--- src/hw/rtl/tcw_pkg.sv ---
package tcw_pkg;

   // Screen geometry
   localparam int SCREEN_ROWS = 25;
   localparam int SCREEN_COLS = 70;
   localparam int CELL_COUNT  = SCREEN_ROWS * SCREEN_COLS;
   localparam int ADDR_W      = $clog2(CELL_COUNT);

   // Field widths
   localparam int CMD_W      = 2;
   localparam int CHAR_W     = 8;
   localparam int COLOR_W    = 32;
   localparam int ROW_W      = 5;
   localparam int COL_W      = 7;
   localparam int ROW_SUM_W  = ROW_W + 1;
   localparam int REQ_DATA_W = 24;
   localparam int RSP_DATA_W = 56;

   // Configuration register indexes
   localparam int CSR_IDX_W = 1;
   localparam logic [CSR_IDX_W-1:0] CSR_TEXT_COLOR  = 1'd0;
   localparam logic [CSR_IDX_W-1:0] CSR_CLEAR_COLOR = 1'd1;

   // Command codes
   localparam logic [CMD_W-1:0] CMD_PUT   = 2'd0;
   localparam logic [CMD_W-1:0] CMD_CLEAR = 2'd1;
   localparam logic [CMD_W-1:0] CMD_READ  = 2'd2;

   // Character codes
   localparam logic [CHAR_W-1:0] CH_NEWLINE   = 8'd10;
   localparam logic [CHAR_W-1:0] CH_BACKSPACE = 8'd8;
   localparam logic [CHAR_W-1:0] CH_SPACE     = 8'd32;

   // Queue depth between front and back
   localparam int Q_DEPTH = 2;
   localparam int Q_PTR_W = $clog2(Q_DEPTH);
   localparam int Q_CNT_W = $clog2(Q_DEPTH + 1);

   // Decoded work kinds
   typedef enum logic [2:0] {
      KIND_NOP,
      KIND_GLYPH,
      KIND_NEWLINE,
      KIND_BACKSPACE,
      KIND_CLEAR,
      KIND_READ
   } kind_type;

   // Back end states
   typedef enum logic [1:0] {
      BK_IDLE,
      BK_READ,
      BK_FILL
   } back_state_type;

   typedef struct packed {
      kind_type          kind;
      logic [CHAR_W-1:0] char_code;
      logic [ROW_W-1:0]  row;
      logic [COL_W-1:0]  col;
   } cmd_type;

   typedef struct packed {
      logic [CHAR_W-1:0]  cell_char;
      logic [COLOR_W-1:0] cell_color;
      logic [ROW_W-1:0]   pos_row;
      logic [COL_W-1:0]   pos_col;
      logic               did_scroll;
   } rsp_type;

   // Logical row to physical row, given the row at the top of the screen
   function automatic logic [ROW_W-1:0] phys_row(input logic [ROW_W-1:0] row,
                                                 input logic [ROW_W-1:0] top);
      logic [ROW_SUM_W-1:0] sum;
      sum = {1'b0, row} + {1'b0, top};
      if (sum >= ROW_SUM_W'(SCREEN_ROWS)) begin
         sum = sum - ROW_SUM_W'(SCREEN_ROWS);
      end
      return sum[ROW_W-1:0];
   endfunction

   // First cell address of a physical row
   function automatic logic [ADDR_W-1:0] row_base(input logic [ROW_W-1:0] prow);
      return ADDR_W'(prow) * ADDR_W'(SCREEN_COLS);
   endfunction

   function automatic logic [ADDR_W-1:0] cell_addr(input logic [ROW_W-1:0] row,
                                                   input logic [COL_W-1:0] col,
                                                   input logic [ROW_W-1:0] top);
      return row_base(phys_row(row, top)) + ADDR_W'(col);
   endfunction

endpackage

--- src/hw/rtl/tcw_front.sv ---
module tcw_front (
   input  logic                          req_tvalid,
   output logic                          req_tready,
   input  logic [tcw_pkg::CMD_W-1:0]     command,
   input  logic [tcw_pkg::CHAR_W-1:0]    char_code,
   input  logic [tcw_pkg::ROW_W-1:0]     read_row,
   input  logic [tcw_pkg::COL_W-1:0]     read_col,
   input  logic                          q_full,
   output logic                          q_push,
   output tcw_pkg::cmd_type              q_cmd
);

   logic in_range;

   assign req_tready = !q_full;
   assign q_push     = req_tvalid && !q_full;

   // Reads outside the screen behave like a no-op
   assign in_range = (read_row < tcw_pkg::ROW_W'(tcw_pkg::SCREEN_ROWS)) &&
                     (read_col < tcw_pkg::COL_W'(tcw_pkg::SCREEN_COLS));

   // Classify the word
   always_comb begin
      q_cmd.char_code = char_code;
      q_cmd.row       = read_row;
      q_cmd.col       = read_col;
      case (command)
         tcw_pkg::CMD_PUT: begin
            case (char_code)
               tcw_pkg::CH_NEWLINE:   q_cmd.kind = tcw_pkg::KIND_NEWLINE;
               tcw_pkg::CH_BACKSPACE: q_cmd.kind = tcw_pkg::KIND_BACKSPACE;
               default:               q_cmd.kind = tcw_pkg::KIND_GLYPH;
            endcase
         end
         tcw_pkg::CMD_CLEAR: q_cmd.kind = tcw_pkg::KIND_CLEAR;
         tcw_pkg::CMD_READ:  q_cmd.kind = in_range ? tcw_pkg::KIND_READ : tcw_pkg::KIND_NOP;
         default:            q_cmd.kind = tcw_pkg::KIND_NOP;
      endcase
   end

endmodule

--- config.mk ---
export PLATFORM = sky130hd
export DESIGN_NAME = tcw_front
export DESIGN_NICKNAME = d
export VERILOG_FILES = /design/src/hw/rtl/tcw_pkg.sv /design/src/hw/rtl/tcw_front.sv
export SDC_FILE = /design/constraint.sdc
export NUM_CORES = 1
export LEC_CHECK = 0
export ABC_AREA = 1
export ABC_CLOCK_PERIOD_IN_PS = 1500
export BUFFER_PORTS_ARGS = -buffer_cell sky130_fd_sc_hd__buf_2
export CORE_AREA = 2 2 39 41
export DETAILED_ROUTE_END_ITERATION = 10
export DIE_AREA = 0 0 41 43
export GPL_ROUTABILITY_DRIVEN = 0
export PLACE_DENSITY = 0.72
export SYNTH_ARGS = -nofsm -noshare
export SYNTH_HDL_FRONTEND = slang
export SYNTH_SLANG_ARGS = --single-unit
--- constraint.sdc ---
create_clock -name vclk -period 1.5
set_clock_uncertainty 0.1 [all_clocks]
set_input_delay 0.225 -clock vclk [all_inputs]
set_output_delay 0.225 -clock vclk [all_outputs]
set_load 0.03 [all_outputs]
==> summary.md, run 1 <==
| Metric | Value |
|---|---|
| Status | complete, no violations |
| GR Util All Layers | 0.0669 |
| Final core occ | 0.279 |
| Post_cts resized | 0 |
| Arrival time worst endpoint | 910 ps |
| Largest family of logic cells by synthesized area | buffers and inverters |
| Cell area after synthesis | 282 um2 |
| Simple-gate share of the synthesized area | 0.360 |
| Mapped Cells | 53 |
| Die area | 1760 um2 |
| Cells along the critical path | buf_2 -> nor2_1 -> nand3_1 -> nand2_1 -> nand3_1 -> nand2_1 -> buf_2 |
| Wire length per cell | 6.74 um |
| Initial Utilization | 0.203 |
| Clkbuf count | 0 |
| M3 GR Usage | 0 |
| Total power density per cell area | 406 nW/um2 |
| HPWL Detailed | 625 um |
| Final Hold Fails | 0 |
| Synth unique cells | 7 |
| M1 GR Usage | 0.0665 |
| Vias | 358 |
| Min-Delay Path Class | input port to output pin |
| Global-route wire length before repair | 897 um |
| Slowest CP cell | buf_2 |
| Die Y | 43 um |
| Antenna-violating nets left | 0 |
| Crit path buf inv count | 2 |
| Place WS | 251 ps |
| Area grow syn2layout | 37.3% |
| Setup Fix Bufs, Post-CTS | 0 |
| Startpoint Class | input port |
| F_max | 0.809 GHz |
| Power Total | 0.157 mW |
| Setup tns final | 0 ps |
| WL final | 647 um |
| Crit end category | output pin |
| Worst Path Max Fanout | 2 |
| Met2 usage | 0.144 |
| Worst Path Required | 1170 ps |
| Ranking of synthesized cells by area | buf_4 53%, nand2_1 16%, nor2_1 12% |
| Adder-cell share of the synthesized area | 0 |
| Syn Nets | 77 |
| Ports | 49 |
| Worst Tran Pin Value | 161 ps |
| Family with the most delay on the worst path | simple AND/OR/NAND/NOR gates |
| Final setup viols | 0 |
| Placed inst area | 387 um2 |
| Max VDD drop | 0.126 mV |
| Final WS setup | 263 ps |
| N_diodes | 0 |
| Vias/cell | 3.73 |
| Design area | 387 um2 |
| Ratio of cells with drive above 1 in the final layout | 0.588 |
| Die X | 41 um |
| Post-synth top area cell | buf_4 |
| # rows | 14 |
| Antenna violations before repair | 0 |
| Vias in the first global route | 278 |
| Register area share after synthesis | 0 |
| Synth Area in Compound Gates | 0 |
| DR DRC count | 0 |
| Hold_buf cts | 0 |
| Core Region | 1380 um2 |
| Initial DRC count | 0 |
| Avg Synthesized Cell Area | 5.31 um2 |
| HP Start | read_col[0] |
| Total congestion overflow | 0 |
| Initial DRT Pass Iterations | 1 |
| Max cap viols | 0 |
| Fillers | 172 |
| Largest net degree at the start of global routing | 4 |
| Final nets | 106 |
| Seq cells | 0 |
| CP Class | input port to output pin |
| Most frequent cell after synthesis | buf_4 |
| Synth top cells by count | 20 x buf_4, 12 x nand2_1, 9 x nor2_1 |
| Slowest Stage Delay on Critical Path | 190 ps |
| Tmin final | 1240 ps |
| Slew headroom | 0.894 |
| Static Leak | 0.292 nW |
| Unrepaired setup endpoints after global routing | false |
| Synth Warn # | 0 |
| # port buffers | 47 |
| Mux share of post-synthesis cell area | 0 |
| Crit. Startpoint | read_col[5] |
| Slew Limit Fails | 0 |
| FF/Latch Area | 0 um2 |
| Final worst path period share | 0.824 |
| Top-area cell type share of the netlist area | 0.533 |
| XOR/XNOR share of the synthesized area | 0 |
| Busiest grt layer | met2 |
-- cell usage in the layout, fill, tap and decap left out --
cell type and n:
and2_1 1, buf_2 47, inv_1 8, nand3_1 2
nor2_1 9, nand2_1 12, and3_1 1
-- cell type report --
class | count | area [um2] | area share
Tap cell | 16 | 20.0 | 0.0518
Timing Repair Buffer | 47 | 235 | 0.608
Multi-Input combinational cell | 25 | 101 | 0.262
Inverter | 8 | 30.0 | 0.0777
-- kinds of logic (layout without fill, tap and decap cells) --
kind of cell | Yosys count | in the layout
buffers and inverters | 28 | 55
AND/OR/NAND/NOR | 25 | 25
-- final timing paths --
path / end / cells past startpoint
setup / recovery: q_cmd[22] / 7
hold / removal: q_cmd[0] / 0
-- power by group --
part	leakage (nW)	internal, mW	switching [mW]
Combinational	0.292	0.0523	0.105
Sequential	0	0	0
Clock	0	0	0
-- through the flow --
step | hold slack [ps] | instances
after floorplan | 460 | 53
after global placement | 351 | 96
after detailed placement | 351 | 96
after CTS | 351 | 96
after global routing | 350 | 96
final | 350 | 96
-- layer usage --
layer  share of wire  up-vias
li1                -      189
met1            0.35      144
met2            0.54       25
met3            0.11        0
met4               0        0
met5               0        -
Power figures use the tool's default switching activity.
==> inputs of run 2 (changes only) <==
ABC_CLOCK_PERIOD_IN_PS = 1200   (was 1500)
clock period = 1.2 ns   (was 1.5 ns; I/O delays follow)
==> run 2 against run 1 <==
Sequential cell count is the same. Design area grew 2.3%. Total power grew 28%. Highest routed layer unchanged. Clock-buffer cell count is the same. Wire length grew 0.77%. Utilization grew 0.63 points.
==> summary.md, run 2 (synthesized netlist as in run 1, its figures left out) <==
| Metric | Value |
|---|---|
| Status | complete, no violations |
| DR DRC count | 0 (unchanged) |
| HPWL Detailed | 625 um (unchanged) |
| Initial DRC count | 0 (unchanged) |
| Static Leak | 0.294 nW (+0.72%) |
| F_max | 0.894 GHz |
| Setup tns final | 0 ps (unchanged) |
| Antenna violations before repair | 0 (unchanged) |
| Sequential share of power | 0 (unchanged) |
| Largest net degree at the start of global routing | 4 (unchanged) |
| Arrival time worst endpoint | 840 ps (-70 ps) |
| Fillers | 173 (+0.58%) |
| WL final | 652 um (+0.77%) |
| Switching pwr | 0.132 mW (+26%) |
| Internal power | 0.0699 mW (+34%) |
| Crit path buf inv count | 2 (unchanged) |
| Total congestion overflow | 0 (unchanged) |
| Vias/cell | 3.79 (+1.7%) |
| Clock network power share | 0 (unchanged) |
| Area grow syn2layout | 40.4% |
| Final setup viols | 0 (unchanged) |
| FF/Latch Area | 0 um2 (unchanged) |
| Cells along the critical path | buf_2 -> nor2_1 -> nand3_1 -> nand2_1 -> nand3_1 -> nand2_1 -> buf_4 |
| Die Y | 43 um (unchanged) |
| Unrepaired setup endpoints after global routing | false |
| Area of the multi-input gates | 101 um2 (unchanged) |
| Wire length per cell | 6.79 um (+0.77%) |
| Core Region | 1380 um2 (unchanged) |
| Seq cells | 0 (unchanged) |
| Total power density per cell area | 510 nW/um2 (+26%) |
| Final nets | 106 (unchanged) |
| Die X | 41 um (unchanged) |
| Worst Path Max Fanout | 2 (unchanged) |
| Min Hold Slack | 260 ps (-90.0 ps) |
| Slowest CP cell | buf_4 |
| Family with the most delay on the worst path | simple AND/OR/NAND/NOR gates |
| Vias | 364 (+1.7%) |
| Antenna-violating nets left | 0 (unchanged) |
| Hold_buf cts | 0 (unchanged) |
| Crit end category | output pin |
| Switch share | 0.653 (-0.0138) |
| Tmin final | 1120 ps |
| Ports | 49 (unchanged) |
| Initial Utilization | 0.203 (unchanged) |
| Final Hold Fails | 0 (unchanged) |
| Startpoint Class | input port |
| Commonest non-fill, non-tap cell in the layout | buf_2 |
| N_diodes | 0 (unchanged) |
| Min-Delay Path Class | input port to output pin |
| Ratio of cells with drive above 1 in the final layout | 0.588 (unchanged) |
| Initial DRT Pass Iterations | 1 (unchanged) |
| GR Util All Layers | 0.0669 (unchanged) |
| Worst Tran Pin Value | 161 ps (-0.000238 ps) |
| Final worst path period share | 0.932 |
| Max VDD drop | 0.158 mV (+25%) |
| Worst Path Required | 920 ps (-250 ps) |
| Max cap viols | 0 (unchanged) |
| CP Class | input port to output pin |
| Vias in the first global route | 278 (unchanged) |
| # rows | 14 (unchanged) |
| Slew Limit Fails | 0 (unchanged) |
| # port buffers | 47 (unchanged) |
| Comb power frac | 1.000 (about the same) |
| Slew headroom | 0.894 (unchanged) |
| Slowest Stage Delay on Critical Path | 150 ps (-40 ps) |
| Clkbuf count | 0 (unchanged) |
| Global-route wire length before repair | 897 um (unchanged) |
| Die area | 1760 um2 (unchanged) |
| Commonest non-fill, non-tap cells in the layout | 45 x buf_2, 12 x nand2_1, 9 x nor2_1 |
## run 2: layout make-up
cell class / count / share of cell area
inverter: 8 / 0.0759
multi-input combinational: 25 / 0.256
tap: 16 / 0.0506
timing repair buffer: 47 / 0.617
## run 2: final timing paths
path / start / depth (start not counted) / end
worst max-delay path: read_col[5] / 7 / q_cmd[22]
worst min-delay path: read_col[0] / 0 / q_cmd[0]
## run 2: stage by stage
step | utilization | cell area, um2 | worst slack, ps | cells | power [mW]
global route | 0.286 | 395 | 2.19 | 96 | 0.219
CTS | 0.279 | 387 | 44.7 | 96 | 0.198
floorplan | - | 282 | 226 | 53 | 0.166
global placement | 0.279 | 387 | 79.5 | 96 | 0.195
finish | 0.286 | 395 | 81.4 | 96 | 0.202
detailed placement | 0.279 | 387 | 41.3 | 96 | 0.198
## run 2: routing by layer
layer  track usage  up-vias  wire length [um]
li1              -      189                 -
met1        0.0665      150               223
met2         0.144       25               358
met3             0        0                70
met4             0        0                 0
met5             0        -                 0
## run 2: timing repair
item                                    CTS  global route
gates resized for setup                   0             5
buffers inserted                          0             0
endpoints found under the setup margin    0             2
## run 2: power by group through the flow
stage	logic (mW)	clock network, mW	registers [mW]
after floorplan	0.166	0	0
after global placement	0.195	0	0
after detailed placement	0.198	0	0
after CTS	0.198	0	0
after global routing	0.219	0	0
final	0.202	0	0
