`config.mk`:
```
export PLATFORM = sky130hd
export DESIGN_NAME = tcw_queue
export DESIGN_NICKNAME = d
export VERILOG_FILES = /design/src/hw/rtl/tcw_pkg.sv /design/src/hw/rtl/tcw_queue.sv
export SDC_FILE = /design/constraint.sdc
export NUM_CORES = 1
export LEC_CHECK = 0
export ABC_AREA = 1
export BUFFER_PORTS_ARGS = -buffer_cell sky130_fd_sc_hd__buf_2
export CAP_MARGIN = 20
export CORE_ASPECT_RATIO = 0.7
export CORE_MARGIN = 4
export CORE_UTILIZATION = 51
export CTS_CLUSTER_DIAMETER = 150
export DETAILED_ROUTE_END_ITERATION = 8
export PLACE_DENSITY = 0.81
export SETUP_SLACK_MARGIN = 0.2
export SYNTH_ARGS = -nofsm -noshare
export SYNTH_HDL_FRONTEND = slang
export SYNTH_SLANG_ARGS = --single-unit
```
`constraint.sdc`:
```
create_clock -name clock -period 2.5 [get_ports clock]
set_input_delay 0 -clock clock [delete_from_list [all_inputs] [get_ports clock]]
set_output_delay 0 -clock clock [all_outputs]
set_load 0.05 [all_outputs]
```
`src/hw/rtl/tcw_pkg.sv`:
```
package tcw_pkg;

   // Screen geometry
   localparam int SCREEN_ROWS = 25;
   localparam int SCREEN_COLS = 70;
   localparam int CELL_COUNT  = SCREEN_ROWS * SCREEN_COLS;
   localparam int ADDR_W      = $clog2(CELL_COUNT);

   // Field widths
   localparam int CMD_W      = 2;
   localparam int CHAR_W     = 8;
   localparam int COLOR_W    = 32;
   localparam int ROW_W      = 5;
   localparam int COL_W      = 7;
   localparam int ROW_SUM_W  = ROW_W + 1;
   localparam int REQ_DATA_W = 24;
   localparam int RSP_DATA_W = 56;

   // Configuration register indexes
   localparam int CSR_IDX_W = 1;
   localparam logic [CSR_IDX_W-1:0] CSR_TEXT_COLOR  = 1'd0;
   localparam logic [CSR_IDX_W-1:0] CSR_CLEAR_COLOR = 1'd1;

   // Command codes
   localparam logic [CMD_W-1:0] CMD_PUT   = 2'd0;
   localparam logic [CMD_W-1:0] CMD_CLEAR = 2'd1;
   localparam logic [CMD_W-1:0] CMD_READ  = 2'd2;

   // Character codes
   localparam logic [CHAR_W-1:0] CH_NEWLINE   = 8'd10;
   localparam logic [CHAR_W-1:0] CH_BACKSPACE = 8'd8;
   localparam logic [CHAR_W-1:0] CH_SPACE     = 8'd32;

   // Queue depth between front and back
   localparam int Q_DEPTH = 2;
   localparam int Q_PTR_W = $clog2(Q_DEPTH);
   localparam int Q_CNT_W = $clog2(Q_DEPTH + 1);

   // Decoded work kinds
   typedef enum logic [2:0] {
      KIND_NOP,
      KIND_GLYPH,
      KIND_NEWLINE,
      KIND_BACKSPACE,
      KIND_CLEAR,
      KIND_READ
   } kind_type;

   // Back end states
   typedef enum logic [1:0] {
      BK_IDLE,
      BK_READ,
      BK_FILL
   } back_state_type;

   typedef struct packed {
      kind_type          kind;
      logic [CHAR_W-1:0] char_code;
      logic [ROW_W-1:0]  row;
      logic [COL_W-1:0]  col;
   } cmd_type;

   typedef struct packed {
      logic [CHAR_W-1:0]  cell_char;
      logic [COLOR_W-1:0] cell_color;
      logic [ROW_W-1:0]   pos_row;
      logic [COL_W-1:0]   pos_col;
      logic               did_scroll;
   } rsp_type;

   // Logical row to physical row, given the row at the top of the screen
   function automatic logic [ROW_W-1:0] phys_row(input logic [ROW_W-1:0] row,
                                                 input logic [ROW_W-1:0] top);
      logic [ROW_SUM_W-1:0] sum;
      sum = {1'b0, row} + {1'b0, top};
      if (sum >= ROW_SUM_W'(SCREEN_ROWS)) begin
         sum = sum - ROW_SUM_W'(SCREEN_ROWS);
      end
      return sum[ROW_W-1:0];
   endfunction

   // First cell address of a physical row
   function automatic logic [ADDR_W-1:0] row_base(input logic [ROW_W-1:0] prow);
      return ADDR_W'(prow) * ADDR_W'(SCREEN_COLS);
   endfunction

   function automatic logic [ADDR_W-1:0] cell_addr(input logic [ROW_W-1:0] row,
                                                   input logic [COL_W-1:0] col,
                                                   input logic [ROW_W-1:0] top);
      return row_base(phys_row(row, top)) + ADDR_W'(col);
   endfunction

endpackage

```
`src/hw/rtl/tcw_queue.sv`:
```
module tcw_queue (
   input  logic             clock,
   input  logic             reset,
   input  logic             push,
   input  tcw_pkg::cmd_type push_cmd,
   input  logic             pop,
   output logic             full,
   output logic             head_valid,
   output tcw_pkg::cmd_type head_cmd
);

   tcw_pkg::cmd_type                slots_ff [tcw_pkg::Q_DEPTH];
   logic [tcw_pkg::Q_PTR_W-1:0]     wr_ptr_ff, wr_ptr_in;
   logic [tcw_pkg::Q_PTR_W-1:0]     rd_ptr_ff, rd_ptr_in;
   logic [tcw_pkg::Q_CNT_W-1:0]     count_ff, count_in;

   assign full       = count_ff == tcw_pkg::Q_CNT_W'(tcw_pkg::Q_DEPTH);
   assign head_valid = count_ff != '0;
   assign head_cmd   = slots_ff[rd_ptr_ff];

   // Pointer and fill count update
   always_comb begin
      wr_ptr_in = wr_ptr_ff;
      rd_ptr_in = rd_ptr_ff;
      count_in  = count_ff;
      if (push) begin
         wr_ptr_in = (wr_ptr_ff == tcw_pkg::Q_PTR_W'(tcw_pkg::Q_DEPTH - 1)) ?
                     '0 : wr_ptr_ff + 1'b1;
      end
      if (pop) begin
         rd_ptr_in = (rd_ptr_ff == tcw_pkg::Q_PTR_W'(tcw_pkg::Q_DEPTH - 1)) ?
                     '0 : rd_ptr_ff + 1'b1;
      end
      if (push && !pop) begin
         count_in = count_ff + 1'b1;
      end else if (pop && !push) begin
         count_in = count_ff - 1'b1;
      end
   end

   always_ff @(posedge clock) begin
      if (reset) begin
         wr_ptr_ff <= '0;
         rd_ptr_ff <= '0;
         count_ff  <= '0;
      end else begin
         wr_ptr_ff <= wr_ptr_in;
         rd_ptr_ff <= rd_ptr_in;
         count_ff  <= count_in;
      end
   end

   // Slot storage
   always_ff @(posedge clock) begin
      if (push) begin
         slots_ff[wr_ptr_ff] <= push_cmd;
      end
   end

endmodule

```
==> results by group, run 1 <==
Status
  – Status: completed

Setup path
  – Worst-path maximum fanout: 16
  – Critical path arrival: 1.73 ns
  – FF-to-FF setup slack: 1.16 ns
  – Crit. End Element: output pin
  – Crit path required time: 2.50 ns
  – Reg2Reg Depth: 2
  – Setup CP Type: reg2out
  – CP Launch Type: flip-flop

Logic synthesis
  – Avg Cell Area, Syn: 18.17 sq um
  – Post-Syn Instances: 104
  – Sequential area share after synthesis: 78.41%
  – Post-Syn Nets: 132
  – Syn Std Cell Area: 1889 sq um
  – #FFs+latches synth: 51
  – Synth cell types: 14
  – Yosys warnings: 0

Route
  – Final wirelength: 3503 um
  – Vias per inst: 4.750
  – Drc violations: 0
  – Detailed Routing Iterations Pass 1: 4
  – DR WL/cell: 14.60 um
  – Remaining antenna violation count: 0
  – Drt initial violations: 45
  – Vias: 1140

Place
  – Port bufs: 51
  – Placed inst area: 2210 sq um
  – Post-DP HPWL: 2265 um
  – Cell count after placement: 206
  – Gpl congestion: 0.7236

Layout
  – Nets: 217
  – Finished layout cell area: 2577 sq um
  – Layout cells sized above 1: 44.74%
  – Diodes inserted: 0
  – Synthesis-to-layout area growth: 36.42%
  – Finished Layout Cells: 240
  – Core Util, Final: 72.89%

Global route
  – Vias in the first global route: 1274
  – Global route overflow: 0
  – Tot GR Track Use: 17.02%
  – Antenna violations before repair: 0
  – First-pass GRT wire length: 5754 um
  – Largest net degree at the start of global routing: 18

STA
  – RSZ-0062 raised after global routing: false
  – Crit path time final: 1.726 ns
  – Setup violators final: 0
  – Fin. Hold Viols: 0
  – Worst Max-Slew Pin Slew: 0.4009 ns
  – Layout Skew: 0.005478 ns
  – Max Clock Freq: 579.5 MHz
  – Period utilization: 69.02%
  – Relative slew slack: 73.25%
  – Final Max Slew Viols: 0
  – Fin Setup TNS: 0 ns

Floorplan
  – Total die area: 4758 sq um
  – Core Footprint: 3536 sq um
  – I/O Pins: 52
  – Site Rows: 18
  – Die Height: 58.93 um
  – Initial Util: 53.43%
  – Die Wd: 80.75 um

Pwr
  – Power density over cell area: 742.5 nW/um^2
  – Leak pwr: 1.033 nW
  – Max VDD drop: 0.5249 mV
  – Design Power: 0.001914 W

CTS
  – Clk_lat worst skew: 0.30 ns
  – Post-CTS Setup Bufs: 0
  – Htree depth: 2
  – Bufs on Longest Clock Path: 2
  – CTS root buf: clkbuf_8
  – Hold Buf Count CTS: 26
  – CTS Sinks: 51
  – TritonCTS clock tree: done
  – Total CTS buffers: 5
  – Clk slew on worst S/H paths: 0.09 ns
  – CTS-repair resized insts: 0

Hold path
  – HP Class: in2reg
  – Hold Path Depth: 3

Run
  – Max Cap Viol: 0
==> metrics by stage <==
step | worst slack [ns] | hold slack [ns]
2_1_floorplan | 0.7908 | 0.07238
3_3_place_gp | 1.107 | 0.1872
3_5_place_dp | 1.098 | 0.1911
4_1_cts | 0.7564 | 0.03064
5_1_grt | 0.6868 | 0.03581
6_report | 0.7744 | 0.04348
==> cell usage in the layout (no fill, tap or decap) <==
cell / count
a21oi_1: 1
buf_2: 51
buf_4: 3
bufinv_16: 1
clkbuf_8: 5
clkinv_1: 1
clkinv_2: 1
dfxtp_1: 5
dlygate4sd3_1: 26
edfxtp_1: 46
ha_1: 1
inv_1: 9
mux2_2: 23
nand2_1: 6
nand3_1: 1
nand4_1: 1
nor2_1: 5
nor2_2: 1
nor3_1: 1
o21ai_0: 1
xnor2_1: 1
==> final timing paths <==
kind,startpoint,to
max,flip-flop,head_cmd[13]
min,pop,flip-flop
max reg2reg,wr_ptr_ff$_SDFFE_PP0P_,slots_ff[0][13]$_DFFE_PP_
min reg2reg,wr_ptr_ff$_SDFFE_PP0P_,wr_ptr_ff$_SDFFE_PP0P_
==> routing by layer <==
layer / vias up / part of all wire, % / global-route usage, %
li1: 549 / - / -
met1: 538 / 40 / 18.95
met2: 40 / 52 / 28.42
met3: 13 / 4.9 / 6.116
met4: 0 / 3.2 / 10.12
met5: - / 0 / 0
==> area by class of cell <==
cell class	instances	area [sq um]
sequential	51	1481
fill	232	958.4
timing repair buffer	80	538.0
multi-input combinational	42	354.1
clock buffer	5	68.82
tap	50	62.56
clock inverter	3	38.79
inverter	9	33.78
==> state kept, by name, summed over array words and instances (netlist names), named ones only <==
| name | flops |
|---|---|
| rd_ptr_ff | 1 |
| slots_ff | 46 |
| wr_ptr_ff | 1 |
| count_ff | 2 |
==> cells by family (layout without fill, tap and decap cells) <==
kind of cell | after synthesis | after routing | share of synthesized area, %
AOI/OAI and AO/OA | 2 | 2 | 0.5293
xor gates and xnor gates | 1 | 1 | 0.4637
adders and majority gates | 1 | 1 | 0.6621
and+or+nand+nor | 15 | 15 | 3.245
buffers and inverters | 11 | 97 | 2.980
muxes | 23 | 23 | 13.71
DFF | 51 | 51 | 78.41
==> Yosys cell counts (all sizes together) <==
| cell type | number | share of area, % |
|---|---|---|
| a21oi | 1 | 0.26 |
| buf | 2 | 1.2 |
| dfxtp | 5 | 5.3 |
| edfxtp | 46 | 73 |
| ha | 1 | 0.66 |
| inv | 9 | 1.8 |
| mux2 | 23 | 14 |
| nand2 | 6 | 1.2 |
| nand3 | 1 | 0.26 |
| nand4 | 1 | 0.33 |
| nor2 | 6 | 1.2 |
| nor3 | 1 | 0.26 |
| o21ai | 1 | 0.26 |
| xnor2 | 1 | 0.46 |
==> worst max-delay path, cell delays in order (launching register included) <==
cell and delay, ns:
dfxtp_1 0.53, buf_4 0.31, mux2_2 0.37, buf_2 0.21
==> where the power goes <==
| part | switching [W] | total, W | internal [W] |
|---|---|---|---|
| Sequential | 0.0000178 | 0.000999 | 0.000981 |
| Clock | 0.000256 | 0.000549 | 0.000293 |
| Combinational | 0.000242 | 0.000366 | 0.000124 |
No activity file was read; power rests on OpenSTA's default activity.
==> run 2, diff against run 1 <==
==> constraint.sdc (replaced) <==
create_clock -name clock -period 1.63 [get_ports clock]
set_input_delay 0 -clock clock [delete_from_list [all_inputs] [get_ports clock]]
set_output_delay 0 -clock clock [all_outputs]
set_load 0.05 [all_outputs]
==> run 2 against run 1 <==
  * Global-route usage shrank 0.47 points
  * Via count up 0.26%
  * Combinational power increased by 77%
  * Power increased by 51%
  * Critical path depth is the same
  * Core utilization up 3.3 points
==> results by group, run 2 (synthesis results as in run 1) <==
Status
  – Status: completed

Layout
  – Largest register FFs: 46
  – Regs by FF count: slots_ff (46), count_ff (2)
  – Layout fillers: 215
  – Finished layout cell area: 2695 sq um
  – Layout cells sized above 1: 46.60%
  – Biggest register: slots_ff
  – Synthesis-to-layout area growth: 42.65%
  – Most frequent cells in the layout: edfxtp_1 (46), buf_2 (33), dlygate4sd3_1 (25), mux2_2 (23), buf_6 (13)
  – Diodes inserted: 0
  – Nets: 218
  – Most common cell after layout, fill and taps aside: edfxtp_1

Setup path
  – Crit path required time: 1.63 ns
  – Reg2Reg Depth: 3
  – CP Launch Type: flip-flop
  – Critical Path Stages: 3
  – Setup CP Type: reg2out
  – Delay-heaviest family, CP: flip-flops
  – CP Cell Sequence: clkbuf_16 -> mux2_2 -> buf_4
  – CP max stage cell: dfxtp_4
  – CP bufs+invs: 2
  – Worst-path maximum fanout: 9
  – Crit. End Element: output pin
  – Critical path arrival: 1.40 ns
  – Largest stage delay, worst path: 0.41 ns

STA
  – Period utilization: 85.90%
  – Max Clock Freq: 714.2 MHz
  – Fin Setup TNS: 0 ns
  – Relative slew slack: 78.61%
  – Crit path time final: 1.400 ns
  – Hold_ws: 0.04219 ns
  – Layout Skew: 0.005338 ns
  – Setup violators final: 0
  – RSZ-0062 raised after global routing: true
  – Final Max Slew Viols: 0
  – Fin. Hold Viols: 0
  – Worst Max-Slew Pin Slew: 0.3208 ns

Global route
  – Largest net degree at the start of global routing: 25
  – Global route overflow: 0
  – Vias in the first global route: 1229
  – First-pass GRT wire length: 5595 um
  – Antenna violations before repair: 0
  – Tot GR Track Use: 16.55%

Route
  – Drc violations: 0
  – Drt initial violations: 68
  – DR WL/cell: 16.05 um
  – Final wirelength: 3867 um
  – Vias: 1143
  – Detailed Routing Iterations Pass 1: 4
  – Remaining antenna violation count: 0
  – Vias per inst: 4.743

CTS
  – CTS root buf: clkbuf_8
  – TritonCTS clock tree: done
  – Htree depth: 2
  – Clk slew on worst S/H paths: 0.09 ns
  – Bufs on Longest Clock Path: 2
  – Total CTS buffers: 5
  – CTS Sinks: 51
  – Clk_lat worst skew: 0.30 ns

Pwr
  – Leak pwr: 1.065 nW
  – Max VDD drop: 0.6468 mV
  – Power density over cell area: 1074 nW/um^2

Floorplan
  – I/O Pins: 52
  – Die Height: 58.93 um
  – Core Footprint: 3536 sq um
  – Initial Util: 53.43%
  – Total die area: 4758 sq um
  – Site Rows: 18
  – Die Wd: 80.75 um

Run
  – Max Cap Viol: 0

Hold path
  – HP Class: in2reg
  – Hold Path Depth: 3

Place
  – Gpl congestion: 0.6449
  – Post-DP HPWL: 2323 um
  – Port bufs: 51
  – Placed inst area: 2222 sq um
-- run 2: path summary, 6_finish.rpt --
path	startpoint	slack (ns)	endpoint
setup / recovery	flip-flop	0.23	head_cmd[14]
hold / removal	push	0.04	wr_ptr_ff$_SDFFE_PP0P_
setup reg to reg	wr_ptr_ff$_SDFFE_PP0P_	0.50	slots_ff[1][10]$_DFFE_PP_
hold reg to reg	rd_ptr_ff$_SDFFE_PP0P_	0.53	rd_ptr_ff$_SDFFE_PP0P_
-- run 2: stage by stage --
step           util [%]  worst slack (ns)  cells  power (W)
3_3_place_gp      62.85            0.3986    206   0.002066
6_report          76.22            0.2298    241   0.002895
3_5_place_dp      62.85            0.3666    206   0.002085
5_1_grt           76.22            0.1712    241   0.003030
4_1_cts           73.50            0.2276    240   0.002856
2_1_floorplan         -            0.2911    104   0.001945
-- run 2: where the power goes --
group          internal [W]  switching, W
clock              0.000307      0.000409
combinational      0.000255      0.000391
sequential          0.00151     0.0000278
total               0.00207      0.000827
-- run 2: area by class of cell --
cell class | instances | area, sq um | area share (%)
Sequential cell | 51 | 1485 | 55.11
Inverter | 9 | 33.78 | 1.253
Timing Repair Buffer | 81 | 666.9 | 24.74
Multi-Input combinational cell | 42 | 354.1 | 13.14
Clock buffer | 5 | 68.82 | 2.553
Clock inverter | 3 | 23.77 | 0.8821
Tap cell | 50 | 62.56 | 2.321
-- run 2: repair_timing --
item / CTS / global route
gates resized for setup: 11 / 31
hold buffers: 25 / 0
cloned: 0 / 1
buffers inserted: 1 / 0
endpoints found under the hold margin: 51 / 0
setup endpoints to repair: 18 / 18
-- run 2: per-layer routing --
metal / vias up / track usage, % / part of all wire [%]
met2: 36 / 28.77 / 54
met1: 546 / 18.43 / 38
met4: 0 / 8.916 / 2.4
li1: 553 / - / -
met3: 8 / 5.046 / 5.2
met5: - / 0 / 0
-- run 2: worst reg2reg max path, stage by stage (launching register included) --
cell and delay (ns):
dfxtp_1 0.38, nand2_1 0.07, inv_1 0.05, buf_4 0.30
==> run 3, diff against run 2 <==
--- a/config.mk
+++ b/config.mk
@@ -7,14 +7,14 @@
 export LEC_CHECK = 0
 export ABC_AREA = 1
 export BUFFER_PORTS_ARGS = -buffer_cell sky130_fd_sc_hd__buf_2
-export CAP_MARGIN = 20
 export CORE_ASPECT_RATIO = 0.7
 export CORE_MARGIN = 4
 export CORE_UTILIZATION = 51
 export CTS_CLUSTER_DIAMETER = 150
 export DETAILED_ROUTE_END_ITERATION = 8
-export PLACE_DENSITY = 0.81
+export PLACE_DENSITY = 0.79
 export SETUP_SLACK_MARGIN = 0.2
 export SYNTH_ARGS = -nofsm -noshare
 export SYNTH_HDL_FRONTEND = slang
 export SYNTH_SLANG_ARGS = --single-unit
+export TNS_END_PERCENT = 30
==> run 3 against run 2 <==
  * Final area is 1.9% lower
  * Worst setup slack better by 0.028 ns
  * Cell count is 0.83% higher
  * Clock skew is 0.0025 ns lower
  * Fmax is 2.0% higher
  * Clock-buffer cell count is 1 higher
  * Worst hold slack worse by 0.028 ns
==> results by group, run 3 (synthesis results as in run 1) <==
Layout
  – Nets: 220
  – Layout fillers: 224
  – Regs by FF count: slots_ff (46), count_ff (2)
  – Layout cells sized above 1: 46.11%
  – Finished layout cell area: 2645 sq um
  – Biggest register: slots_ff
  – Most frequent cells in the layout: buf_2 (50), edfxtp_1 (46), dlygate4sd3_1 (26), mux2_2 (23), inv_1 (9)
  – Synthesis-to-layout area growth: 40.00%
  – Largest register FFs: 46
  – Most common cell after layout, fill and taps aside: buf_2
  – Core Util, Final: 74.81%
  – Diodes inserted: 0

Global route
  – Largest net degree at the start of global routing: 18
  – Vias in the first global route: 1291
  – Tot GR Track Use: 16.66%
  – Antenna violations before repair: 0
  – First-pass GRT wire length: 5671 um
  – Global route overflow: 0

Floorplan
  – Site Rows: 18
  – Die Wd: 80.75 um
  – I/O Pins: 52
  – Initial Util: 53.43%
  – Die Height: 58.93 um
  – Core Footprint: 3536 sq um
  – Total die area: 4758 sq um

CTS
  – Htree depth: 2
  – Clk_lat worst skew: 0.29 ns
  – Clk slew on worst S/H paths: 0.08 ns
  – CTS root buf: clkbuf_8
  – Bufs on Longest Clock Path: 2
  – Total CTS buffers: 5
  – CTS Sinks: 51
  – TritonCTS clock tree: done
  – Post-CTS Setup Bufs: 0

Pwr
  – Power density over cell area: 1171 nW/um^2
  – Max VDD drop: 0.8981 mV
  – Leak pwr: 1.064 nW

Setup path
  – Setup CP Type: reg2out
  – Crit path required time: 1.63 ns
  – CP Launch Type: flip-flop
  – Worst-path maximum fanout: 15
  – Critical path arrival: 1.37 ns
  – Crit. End Element: output pin

Place
  – Placed inst area: 2232 sq um
  – Port bufs: 51
  – Post-DP HPWL: 2342 um
  – Gpl congestion: 0.7897

Hold path
  – HP Class: in2reg

Route
  – Drc violations: 0
  – Detailed Routing Iterations Pass 1: 4
  – Vias per inst: 4.679
  – Vias: 1137
  – Drt initial violations: 38
  – Final wirelength: 3485 um
  – DR WL/cell: 14.34 um
  – Remaining antenna violation count: 0

Run
  – Max Cap Viol: 0

STA
  – Layout Skew: 0.002865 ns
  – Setup violators final: 0
  – Relative slew slack: 82.85%
  – Fin Setup TNS: 0 ns
  – Final Max Slew Viols: 0
  – Crit path time final: 1.373 ns
  – Period utilization: 84.21%
  – Max Clock Freq: 728.5 MHz
  – Worst Max-Slew Pin Slew: 0.2591 ns
  – RSZ-0062 raised after global routing: false
  – Fin. Hold Viols: 0

Status
  – Status: completed
-- run 3: cell count changes in the layout (fill, tap and decap cells not counted), moves of 2 or more --
cell,previous run,this run
clkinvlp_4,2,0
buf_6,13,1
bufinv_16,0,2
buf_2,33,50
buf_4,8,5
-- run 3: cell type report --
cell class                      count  area [sq um]  area share (%)
Multi-Input combinational cell     42         354.1           13.39
Inverter                            9         33.78           1.277
Clock buffer                        6         72.57           2.744
Sequential cell                    51          1483           56.05
Timing Repair Buffer               83         579.3           21.90
Clock inverter                      2         60.06           2.271
Tap cell                           50         62.56           2.365
-- run 3: what timing repair did --
action                                  4_1_cts  5_1_grt
pin swaps                                     0        0
hold buffers                                 25        1
gates cloned                                  0        0
resized for setup                             1        6
endpoints found under the hold margin        49        1
endpoints found under the setup margin       15       23
-- run 3: metal layers --
layer	vias to the layer above	GRT usage, %	part of all wire, %
met1	534	16.79	38
li1	554	-	-
met5	-	0	0
met4	0	7.952	2.1
met3	10	5.046	5.5
met2	39	31.49	54
-- run 3: critical path, cell delays in order (launching register included) --
cell and delay (ns):
dfxtp_2 0.37, buf_12 0.16, mux2_2 0.34, buf_2 0.21
-- run 3: stage by stage --
stage | hold WS, ns | setup WS, ns | cells | total power, W
after floorplan | 0.07238 | 0.2911 | 104 | 0.001945
after global placement | 0.1868 | 0.5157 | 209 | 0.002064
after detailed placement | 0.1918 | 0.4932 | 209 | 0.002084
after CTS | 0.0006859 | 0.2041 | 242 | 0.003119
after global routing | 0.05879 | 0.2012 | 243 | 0.003235
final | 0.01398 | 0.2573 | 243 | 0.003098
-- run 3: final timing paths --
check	start	to	slack, ns	depth (start not counted)
hold / removal	pop	flip-flop	0.01	3
setup reg to reg	rd_ptr_ff$_SDFFE_PP0P_	rd_ptr_ff$_SDFFE_PP0P_	0.37	3
setup / recovery	flip-flop	head_cmd[3]	0.26	3
hold reg to reg	wr_ptr_ff$_SDFFE_PP0P_	wr_ptr_ff$_SDFFE_PP0P_	0.55	2
-- run 3: power breakdown --
group / switching [W] / internal [W] / leakage [nW]
Sequential: 0.0000230 / 0.00151 / 0.474
Clock: 0.000369 / 0.000613 / 0.0654
Combinational: 0.000381 / 0.000207 / 0.525
